--- src/sv/c8core_pkg.sv ---
// shared constants, types and helper functions of the chip8 instruction core
package c8core_pkg;

  localparam int unsigned MEM_DEPTH   = 4096;
  localparam int unsigned MEM_AW      = $clog2(MEM_DEPTH);
  localparam int unsigned SCREEN_W    = 64;
  localparam int unsigned SCREEN_H    = 32;
  localparam int unsigned XW          = $clog2(SCREEN_W);
  localparam int unsigned YW          = $clog2(SCREEN_H);
  localparam int unsigned PIXELS      = SCREEN_W * SCREEN_H;
  localparam int unsigned STACK_DEPTH = 16;
  localparam int unsigned SPW         = $clog2(STACK_DEPTH);

  localparam logic [11:0] PC_RST   = 12'd512;
  localparam logic [11:0] FONT_RST = 12'd80;

  localparam int unsigned CFG_IW = 2;
  localparam logic [CFG_IW-1:0] CFG_START = 2'd0;
  localparam logic [CFG_IW-1:0] CFG_FONT  = 2'd1;

  // opcode groups
  localparam logic [3:0] OP_SYS  = 4'h0;
  localparam logic [3:0] OP_JP   = 4'h1;
  localparam logic [3:0] OP_CALL = 4'h2;
  localparam logic [3:0] OP_SEK  = 4'h3;
  localparam logic [3:0] OP_SNEK = 4'h4;
  localparam logic [3:0] OP_SER  = 4'h5;
  localparam logic [3:0] OP_LDK  = 4'h6;
  localparam logic [3:0] OP_ADDK = 4'h7;
  localparam logic [3:0] OP_ALU  = 4'h8;
  localparam logic [3:0] OP_SNER = 4'h9;
  localparam logic [3:0] OP_LDI  = 4'hA;
  localparam logic [3:0] OP_JPV0 = 4'hB;
  localparam logic [3:0] OP_RND  = 4'hC;
  localparam logic [3:0] OP_DRW  = 4'hD;
  localparam logic [3:0] OP_KEY  = 4'hE;
  localparam logic [3:0] OP_MISC = 4'hF;

  localparam logic [15:0] OP_CLS = 16'h00E0;
  localparam logic [15:0] OP_RET = 16'h00EE;

  localparam logic [3:0] ALU_MOV = 4'h0;
  localparam logic [3:0] ALU_OR  = 4'h1;
  localparam logic [3:0] ALU_AND = 4'h2;
  localparam logic [3:0] ALU_XOR = 4'h3;
  localparam logic [3:0] ALU_ADD = 4'h4;
  localparam logic [3:0] ALU_SUB = 4'h5;
  localparam logic [3:0] ALU_SHR = 4'h6;
  localparam logic [3:0] ALU_SBN = 4'h7;
  localparam logic [3:0] ALU_SHL = 4'hE;

  localparam logic [7:0] KEY_SKP  = 8'h9E;
  localparam logic [7:0] KEY_SKNP = 8'hA1;

  localparam logic [7:0] MISC_GDLY = 8'h07;
  localparam logic [7:0] MISC_WKEY = 8'h0A;
  localparam logic [7:0] MISC_SDLY = 8'h15;
  localparam logic [7:0] MISC_SSND = 8'h18;
  localparam logic [7:0] MISC_ADDI = 8'h1E;
  localparam logic [7:0] MISC_FONT = 8'h29;
  localparam logic [7:0] MISC_BCD  = 8'h33;
  localparam logic [7:0] MISC_STR  = 8'h55;
  localparam logic [7:0] MISC_LDR  = 8'h65;

  localparam logic [3:0] REG_VF = 4'hF;

  typedef enum logic [1:0] {
    REQ_WRITE = 2'd0,
    REQ_RUN   = 2'd1,
    REQ_READ  = 2'd2,
    REQ_PIXEL = 2'd3
  } req_e;

  typedef enum logic [2:0] {
    K_SIMPLE,
    K_FLAG,
    K_DRAW,
    K_BCD,
    K_STORE,
    K_LOAD
  } kind_e;

  typedef enum logic [1:0] {
    MA_REQ,
    MA_PC,
    MA_PC1,
    MA_IDX
  } maddr_e;

  typedef enum logic [1:0] {
    MW_REQ,
    MW_BCD,
    MW_REG
  } mwdat_e;

  typedef enum logic [1:0] {
    RW_EXEC,
    RW_FLAG,
    RW_LOAD
  } rwsel_e;

  typedef enum logic [4:0] {
    S_IDLE,
    S_MEM_WR,
    S_MEM_RD,
    S_PIX_RD,
    S_FETCH_HI,
    S_FETCH_LO,
    S_DECODE,
    S_EXEC,
    S_VF_WR,
    S_DRAW_RD,
    S_DRAW_WR,
    S_BCD,
    S_STORE_RD,
    S_STORE_WR,
    S_LOAD_RD,
    S_LOAD_WR,
    S_TICK,
    S_DONE
  } ctrl_state_e;

  typedef struct packed {
    logic   in_load;
    logic   mem_rd;
    logic   mem_wr;
    maddr_e mem_asel;
    mwdat_e mem_wsel;
    logic   fetch_hi;
    logic   fetch_lo;
    logic   reg_rd_op;
    logic   reg_rd_cnt;
    logic   reg_wr;
    rwsel_e reg_wsel;
    logic   exec;
    logic   fb_rd_pix;
    logic   draw_rd;
    logic   draw_wr;
    logic   cnt_inc;
    logic   tick;
    logic   out_load;
  } cmd_t;

  typedef struct packed {
    kind_e kind;
    logic  cnt_last;
    logic  bcd_last;
    logic  draw_end;
  } sts_t;

  typedef struct packed {
    logic [YW-1:0] row;
    logic [XW-1:0] col;
  } pix_t;

  typedef struct packed {
    logic [7:0] hun;
    logic [7:0] ten;
    logic [7:0] one;
  } bcd_t;

  // address modulo memory depth by compare and subtract
  function automatic logic [MEM_AW-1:0] mem_wrap(input logic [16:0] a);
    logic [21:0] r;
    r = 22'(a);
    for (int k = 4; k >= 0; k--) begin
      if (r >= 22'(MEM_DEPTH << k)) r = r - 22'(MEM_DEPTH << k);
    end
    return r[MEM_AW-1:0];
  endfunction

  // byte modulo screen size, quotient stays below eight
  function automatic logic [7:0] scr_mod(input logic [7:0] v, input int unsigned m);
    logic [10:0] r;
    r = 11'(v);
    for (int k = 2; k >= 0; k--) begin
      if (r >= 11'(m << k)) r = r - 11'(m << k);
    end
    return r[7:0];
  endfunction

  // pixel index into row and column, index below PIXELS
  function automatic pix_t pix_split(input logic [11:0] a);
    logic [13:0]   r;
    logic [YW-1:0] q;
    pix_t          p;
    r = 14'(a);
    q = '0;
    for (int k = YW - 1; k >= 0; k--) begin
      if (r >= 14'(SCREEN_W << k)) begin
        r    = r - 14'(SCREEN_W << k);
        q[k] = 1'b1;
      end
    end
    p.row = q;
    p.col = r[XW-1:0];
    return p;
  endfunction

  function automatic bcd_t bcd_split(input logic [7:0] v);
    logic [7:0] r;
    logic [3:0] t;
    bcd_t       b;
    r = v;
    b.hun = 8'd0;
    if (r >= 8'd200) begin
      r = r - 8'd200;
      b.hun = 8'd2;
    end else if (r >= 8'd100) begin
      r = r - 8'd100;
      b.hun = 8'd1;
    end
    t = '0;
    for (int k = 3; k >= 0; k--) begin
      if (r >= 8'(10 << k)) begin
        r    = r - 8'(10 << k);
        t[k] = 1'b1;
      end
    end
    b.ten = {4'd0, t};
    b.one = r;
    return b;
  endfunction

  // sprite byte placed at column x0, clipped at the right edge
  function automatic logic [SCREEN_W-1:0] sprite_row(input logic [7:0] bits,
                                                     input logic [XW-1:0] x0);
    logic [SCREEN_W-1:0] m;
    int                  d;
    m = '0;
    for (int c = 0; c < SCREEN_W; c++) begin
      d = c - int'(x0);
      if (d >= 0 && d < 8) m[c] = bits[7-d];
    end
    return m;
  endfunction

endpackage

--- src/sv/c8core_ctrl.sv ---
// controller state machine sequencing requests and instruction steps
module c8core_ctrl (
  input  logic             clk_i,
  input  logic             rst_ni,
  input  logic             in_valid_i,
  output logic             in_ready_o,
  input  logic [1:0]       req_type_i,
  output logic             out_valid_o,
  input  logic             out_ready_i,
  input  c8core_pkg::sts_t sts_i,
  output c8core_pkg::cmd_t cmd_o
);

  c8core_pkg::ctrl_state_e state_q, state_d;
  logic out_valid_q, out_valid_d;
  logic in_acc;
  logic out_free;

  assign in_ready_o  = state_q == c8core_pkg::S_IDLE;
  assign in_acc      = in_valid_i && in_ready_o;
  assign out_free    = !out_valid_q || out_ready_i;
  assign out_valid_o = out_valid_q;

  always_comb begin
    state_d = state_q;
    case (state_q)
      c8core_pkg::S_IDLE: begin
        if (in_acc) begin
          case (c8core_pkg::req_e'(req_type_i))
            c8core_pkg::REQ_WRITE: state_d = c8core_pkg::S_MEM_WR;
            c8core_pkg::REQ_RUN:   state_d = c8core_pkg::S_FETCH_HI;
            c8core_pkg::REQ_READ:  state_d = c8core_pkg::S_MEM_RD;
            c8core_pkg::REQ_PIXEL: state_d = c8core_pkg::S_PIX_RD;
            default:               state_d = c8core_pkg::S_IDLE;
          endcase
        end
      end
      c8core_pkg::S_MEM_WR, c8core_pkg::S_MEM_RD, c8core_pkg::S_PIX_RD:
        state_d = c8core_pkg::S_DONE;
      c8core_pkg::S_FETCH_HI: state_d = c8core_pkg::S_FETCH_LO;
      c8core_pkg::S_FETCH_LO: state_d = c8core_pkg::S_DECODE;
      c8core_pkg::S_DECODE:   state_d = c8core_pkg::S_EXEC;
      c8core_pkg::S_EXEC: begin
        case (sts_i.kind)
          c8core_pkg::K_FLAG:  state_d = c8core_pkg::S_VF_WR;
          c8core_pkg::K_DRAW:  state_d = c8core_pkg::S_DRAW_RD;
          c8core_pkg::K_BCD:   state_d = c8core_pkg::S_BCD;
          c8core_pkg::K_STORE: state_d = c8core_pkg::S_STORE_RD;
          c8core_pkg::K_LOAD:  state_d = c8core_pkg::S_LOAD_RD;
          default:             state_d = c8core_pkg::S_TICK;
        endcase
      end
      c8core_pkg::S_VF_WR: state_d = c8core_pkg::S_TICK;
      c8core_pkg::S_DRAW_RD:
        state_d = sts_i.draw_end ? c8core_pkg::S_VF_WR : c8core_pkg::S_DRAW_WR;
      c8core_pkg::S_DRAW_WR: state_d = c8core_pkg::S_DRAW_RD;
      c8core_pkg::S_BCD:
        if (sts_i.bcd_last) state_d = c8core_pkg::S_TICK;
      c8core_pkg::S_STORE_RD: state_d = c8core_pkg::S_STORE_WR;
      c8core_pkg::S_STORE_WR:
        state_d = sts_i.cnt_last ? c8core_pkg::S_TICK : c8core_pkg::S_STORE_RD;
      c8core_pkg::S_LOAD_RD: state_d = c8core_pkg::S_LOAD_WR;
      c8core_pkg::S_LOAD_WR:
        state_d = sts_i.cnt_last ? c8core_pkg::S_TICK : c8core_pkg::S_LOAD_RD;
      c8core_pkg::S_TICK: state_d = c8core_pkg::S_DONE;
      c8core_pkg::S_DONE:
        if (out_free) state_d = c8core_pkg::S_IDLE;
      default: state_d = c8core_pkg::S_IDLE;
    endcase
  end

  always_comb begin
    cmd_o = '0;
    case (state_q)
      c8core_pkg::S_IDLE: cmd_o.in_load = in_acc;
      c8core_pkg::S_MEM_WR: begin
        cmd_o.mem_wr   = 1'b1;
        cmd_o.mem_asel = c8core_pkg::MA_REQ;
        cmd_o.mem_wsel = c8core_pkg::MW_REQ;
      end
      c8core_pkg::S_MEM_RD: begin
        cmd_o.mem_rd   = 1'b1;
        cmd_o.mem_asel = c8core_pkg::MA_REQ;
      end
      c8core_pkg::S_PIX_RD: cmd_o.fb_rd_pix = 1'b1;
      c8core_pkg::S_FETCH_HI: begin
        cmd_o.mem_rd   = 1'b1;
        cmd_o.mem_asel = c8core_pkg::MA_PC;
      end
      c8core_pkg::S_FETCH_LO: begin
        cmd_o.mem_rd   = 1'b1;
        cmd_o.mem_asel = c8core_pkg::MA_PC1;
        cmd_o.fetch_hi = 1'b1;
      end
      c8core_pkg::S_DECODE: begin
        cmd_o.fetch_lo  = 1'b1;
        cmd_o.reg_rd_op = 1'b1;
      end
      c8core_pkg::S_EXEC: begin
        cmd_o.exec     = 1'b1;
        cmd_o.reg_wr   = 1'b1;
        cmd_o.reg_wsel = c8core_pkg::RW_EXEC;
      end
      c8core_pkg::S_VF_WR: begin
        cmd_o.reg_wr   = 1'b1;
        cmd_o.reg_wsel = c8core_pkg::RW_FLAG;
      end
      c8core_pkg::S_DRAW_RD: begin
        cmd_o.mem_rd   = !sts_i.draw_end;
        cmd_o.mem_asel = c8core_pkg::MA_IDX;
        cmd_o.draw_rd  = !sts_i.draw_end;
      end
      c8core_pkg::S_DRAW_WR: begin
        cmd_o.draw_wr = 1'b1;
        cmd_o.cnt_inc = 1'b1;
      end
      c8core_pkg::S_BCD: begin
        cmd_o.mem_wr   = 1'b1;
        cmd_o.mem_asel = c8core_pkg::MA_IDX;
        cmd_o.mem_wsel = c8core_pkg::MW_BCD;
        cmd_o.cnt_inc  = 1'b1;
      end
      c8core_pkg::S_STORE_RD: cmd_o.reg_rd_cnt = 1'b1;
      c8core_pkg::S_STORE_WR: begin
        cmd_o.mem_wr   = 1'b1;
        cmd_o.mem_asel = c8core_pkg::MA_IDX;
        cmd_o.mem_wsel = c8core_pkg::MW_REG;
        cmd_o.cnt_inc  = !sts_i.cnt_last;
      end
      c8core_pkg::S_LOAD_RD: begin
        cmd_o.mem_rd   = 1'b1;
        cmd_o.mem_asel = c8core_pkg::MA_IDX;
      end
      c8core_pkg::S_LOAD_WR: begin
        cmd_o.reg_wr   = 1'b1;
        cmd_o.reg_wsel = c8core_pkg::RW_LOAD;
        cmd_o.cnt_inc  = !sts_i.cnt_last;
      end
      c8core_pkg::S_TICK: cmd_o.tick = 1'b1;
      c8core_pkg::S_DONE: cmd_o.out_load = out_free;
      default: ;
    endcase
  end

  always_comb begin
    out_valid_d = out_valid_q;
    if (out_valid_q && out_ready_i) out_valid_d = 1'b0;
    if (cmd_o.out_load) out_valid_d = 1'b1;
  end

  always_ff @(posedge clk_i or negedge rst_ni) begin
    if (!rst_ni) begin
      state_q     <= c8core_pkg::S_IDLE;
      out_valid_q <= 1'b0;
    end else begin
      state_q     <= state_d;
      out_valid_q <= out_valid_d;
    end
  end

  a_load_free: assert property (@(posedge clk_i) disable iff (!rst_ni)
    cmd_o.out_load |-> (!out_valid_q || out_ready_i))
    else $error("result loaded over an untaken result");

  a_run_fetch: assert property (@(posedge clk_i) disable iff (!rst_ni)
    (in_acc && req_type_i == c8core_pkg::REQ_RUN) |=> state_q == c8core_pkg::S_FETCH_HI)
    else $error("run transaction did not start a fetch");

  a_result_from_done: assert property (@(posedge clk_i) disable iff (!rst_ni)
    $rose(out_valid_q) |-> $past(state_q) == c8core_pkg::S_DONE)
    else $error("result raised outside the done step");

  a_done_to_idle: assert property (@(posedge clk_i) disable iff (!rst_ni)
    (state_q == c8core_pkg::S_DONE && out_free) |=> (out_valid_q && in_ready_o))
    else $error("done step did not hand over its result");

endmodule

--- config.mk ---
export PLATFORM = sky130hd
export DESIGN_NAME = c8core_ctrl
export DESIGN_NICKNAME = d
export VERILOG_FILES = /design/src/sv/c8core_pkg.sv /design/src/sv/c8core_ctrl.sv
export SDC_FILE = /design/constraint.sdc
export NUM_CORES = 1
export LEC_CHECK = 0
export BUFFER_PORTS_ARGS = -buffer_cell sky130_fd_sc_hd__buf_2
export CAP_MARGIN = 20
export CORE_ASPECT_RATIO = 1.25
export CORE_MARGIN = 5
export CORE_UTILIZATION = 50
export CTS_BUF_LIST = sky130_fd_sc_hd__clkbuf_8
export DETAILED_ROUTE_END_ITERATION = 8
export GPL_TIMING_DRIVEN = 0
export PLACE_DENSITY = 0.81
export SETUP_SLACK_MARGIN = 0.02
export SYNTH_ARGS = -nofsm -noshare
export SYNTH_HDL_FRONTEND = slang
export SYNTH_SLANG_ARGS = --single-unit
export TNS_END_PERCENT = 10
--- constraint.sdc ---
create_clock -name clk_i -period 1.83 [get_ports clk_i]
set_clock_uncertainty 0.05 [all_clocks]
set_input_delay 0.0915 -clock clk_i [delete_from_list [all_inputs] [get_ports clk_i]]
set_output_delay 0.0915 -clock clk_i [all_outputs]
set_load 0.02 [all_outputs]
==> flow_metrics.py <==
metrics = {
    "synthesis": {
        "synth_warnings": 0,
        "ys_ff_latch": 6,
        "avgSynthCellArea_um2": 6.84,
        "synthCells": 131,
        "synth_cell_types": 46,
        "synthArstFlopShare_pct": 100,
        "synth_area_leaders": "dfrtp_1 (17%), nor2_1 (7.5%), ha_1 (7.0%), a21oi_1 (6.1%), nand2_1 (4.6%)",
        "ys_seq_area_share_pct": 16.8,
        "synth_area_um2": 896,
        "synth_edf_count": 0,
        "synth_nets": 148,
        "synthFlopType": "dfrtp_1",
        "yosys.area.top_type": "dfrtp_1",
        "synth_top_area_share_pct": 16.8,
        "yosysMostFrequentCell": "nor2_1",
        "synth_common_cells": "nor2_1 (18), a21oi_1 (11), nand2_1 (11)",
    },
    "cts": {
        "root_buffer": "clkbuf_8",
        "clkTransAtPathRegs_ns": 0.04,
        "cts_tree": "yes",
        "htreeDepth": 1,
        "cts_buffers": 3,
        "worstSkewPairLatency_ns": 0.23,
        "clock_sinks": 6,
        "clockBufferDepth": 2,
    },
    "status": {
        "status": "completed",
    },
    "detailed_routing": {
        "wl_mm": 2.61,
        "vias": 1113,
        "drt_first_iter_violations": 45,
        "drc": 0,
        "drt_pass1_iterations": 4,
        "ant_nets": 0,
        "via_per_inst": 5.86,
        "wl_per_cell_um": 13.7,
    },
    "worst_setup_path": {
        "critPathMaxFanout": 10,
        "worstSetupEndpointType": "output port",
        "worstSetupPathType": "reg2out",
        "r2r_slack_ns": 0.17,
        "r2r_start": "state_q[3]$_DFFE_PN0P_",
        "cp-startpoint": "state_q[3]$_DFFE_PN0P_",
        "arrival_ns": 1.62,
        "critPathRequiredTime_ns": 1.69,
        "startpoint_type": "flip-flop",
    },
    "timing": {
        "fin_setup_tns_ns": 0,
        "period_share_pct": 96.3,
        "worst_slack_ns": 0.0673,
        "slew_headroom_pct": 75.7,
        "grt_setup_unrepaired": "yes",
        "whs_ns": 0.0491,
        "final_max_slew_viol_count": 0,
        "worst_pin_slew_ns": 0.356,
        "min_period_ns": 1.76,
        "fmax_mhz": 567,
        "hold_viol": 0,
        "setup_viol": 0,
    },
    "power_and_ir_drop": {
        "powerDensity_nw_per_um2": 1500,
        "peakVddDrop_mv": 0.990,
        "leakage_nw": 0.591,
    },
    "floorplan": {
        "fp.dieArea_um2": 2740,
        "start_util_pct": 51.4,
        "num_rows": 17,
        "die_w_um": 47.9,
        "die_h_um": 57.3,
        "ios": 35,
        "core-area_um2": 1740,
    },
    "layout": {
        "nFillCells": 157,
        "nets": 190,
        "area_growth_pct": 31.1,
        "drive_above_1_share_pct": 35.1,
        "n_antenna_cell": 0,
    },
    "placed_design": {
        "dp_slack_ns": 0.173,
        "numPortBuffers": 34,
        "hpwl_mm": 2.05,
        "gp_congestion": 0.883,
    },
    "global_routing": {
        "antenna_found_initial": 0,
        "grt_pass1_vias": 987,
        "grt_pass1_wl_mm": 4.02,
        "grt_max_degree": 11,
        "grt-ovfl-total": 0,
        "grt_util_all_layers_pct": 19.3,
    },
    "flow_run": {
        "maxCapViolations": 0,
    },
    "hold_path": {
        "hp-class": "in2reg",
        "hp-start": "out_ready_i",
    },
}
## power by group
group	switching [mW]	internal [mW]	total [mW]	leakage, nW
clock	0.0580	0.141	0.199	0.0216
sequential	0.0505	0.191	0.241	0.0759
combinational	0.799	0.529	1.33	0.493
total	0.907	0.861	1.77	0.591
## routing by layer
metal,track usage [%],share of wire (%),vias to the layer above
met2,33.6,50,74
met5,0,0,-
met3,1.89,9.2,5
li1,-,-,539
met1,22.9,39,495
met4,7.69,1.5,0
## layout by cell type, fill, tap and decap left out, drive strengths merged, types with 4 or more instances in the layout
cell,n
ha,5
buf,44
nand3,4
a21oi,11
inv,9
o21ai,8
nor3,6
clkbuf,7
dfrtp,6
nor2,18
nand2,12
## critical path, cell delays in order, from the launching register on
cell and delay, ns:
dfrtp_1 0.43, buf_4 0.20, clkbuf_4 0.19, xnor2_1 0.17, nand3_1 0.09, a21oi_1 0.14
buf_2 0.17
## cell type report
class / count / area, µm² / share of cell area, %
timing repair buffer: 37 / 198 / 16.8
clock buffer: 3 / 41.3 / 3.51
multi-input combinational: 103 / 638 / 54.3
buffer: 12 / 83.8 / 7.14
sequential: 6 / 153 / 13.0
inverter: 10 / 37.5 / 3.19
tap: 19 / 23.8 / 2.02
## worst paths after layout
path,endpoint,depth (start not counted)
worst max-delay path,cmd_o[16],6
worst min-delay path,out_valid_o$_DFFE_PN0P_,2
worst max register to register,state_q[4]$_DFFE_PN0P_,6
worst min register to register,out_valid_o$_DFFE_PN0P_,2
max in group asynchronous,state_q[1]$_DFFE_PN0P_,2
min in group asynchronous,state_q[3]$_DFFE_PN0P_,2
## flip-flops by register name, indices dropped and copies added (netlist names)
| name | cells |
|---|---|
| out_valid_o | 1 |
| state_q | 5 |
## kinds of logic after synthesis
kind of cell,count (synthesis),share of synthesized area [%]
simple gates,59,34.8
fa+ha+maj,5,6.98
xor+xnor,3,2.93
mux,2,2.37
flops,6,16.8
buf+inv,22,12.7
compound gates,34,23.5
## through the flow
step	utilization, %	std cells	cell area (µm²)	total power, mW
after floorplan	-	131	896	1.16
after global placement	62.5	184	1090	1.44
after detailed placement	62.5	184	1090	1.46
after CTS	65.6	188	1140	1.67
after global routing	67.4	190	1170	1.90
final	67.4	190	1170	1.77
## what timing repair did
item                                    in CTS  in global routing
endpoints found under the setup margin       2                  9
pin swaps                                    0                  2
hold buffers                                 1                  0
endpoints found under the hold margin        6                  0
gates resized for setup                      1                 10
buffers inserted                             0                  2
Note: power is estimated with default switching activity, not from simulation.
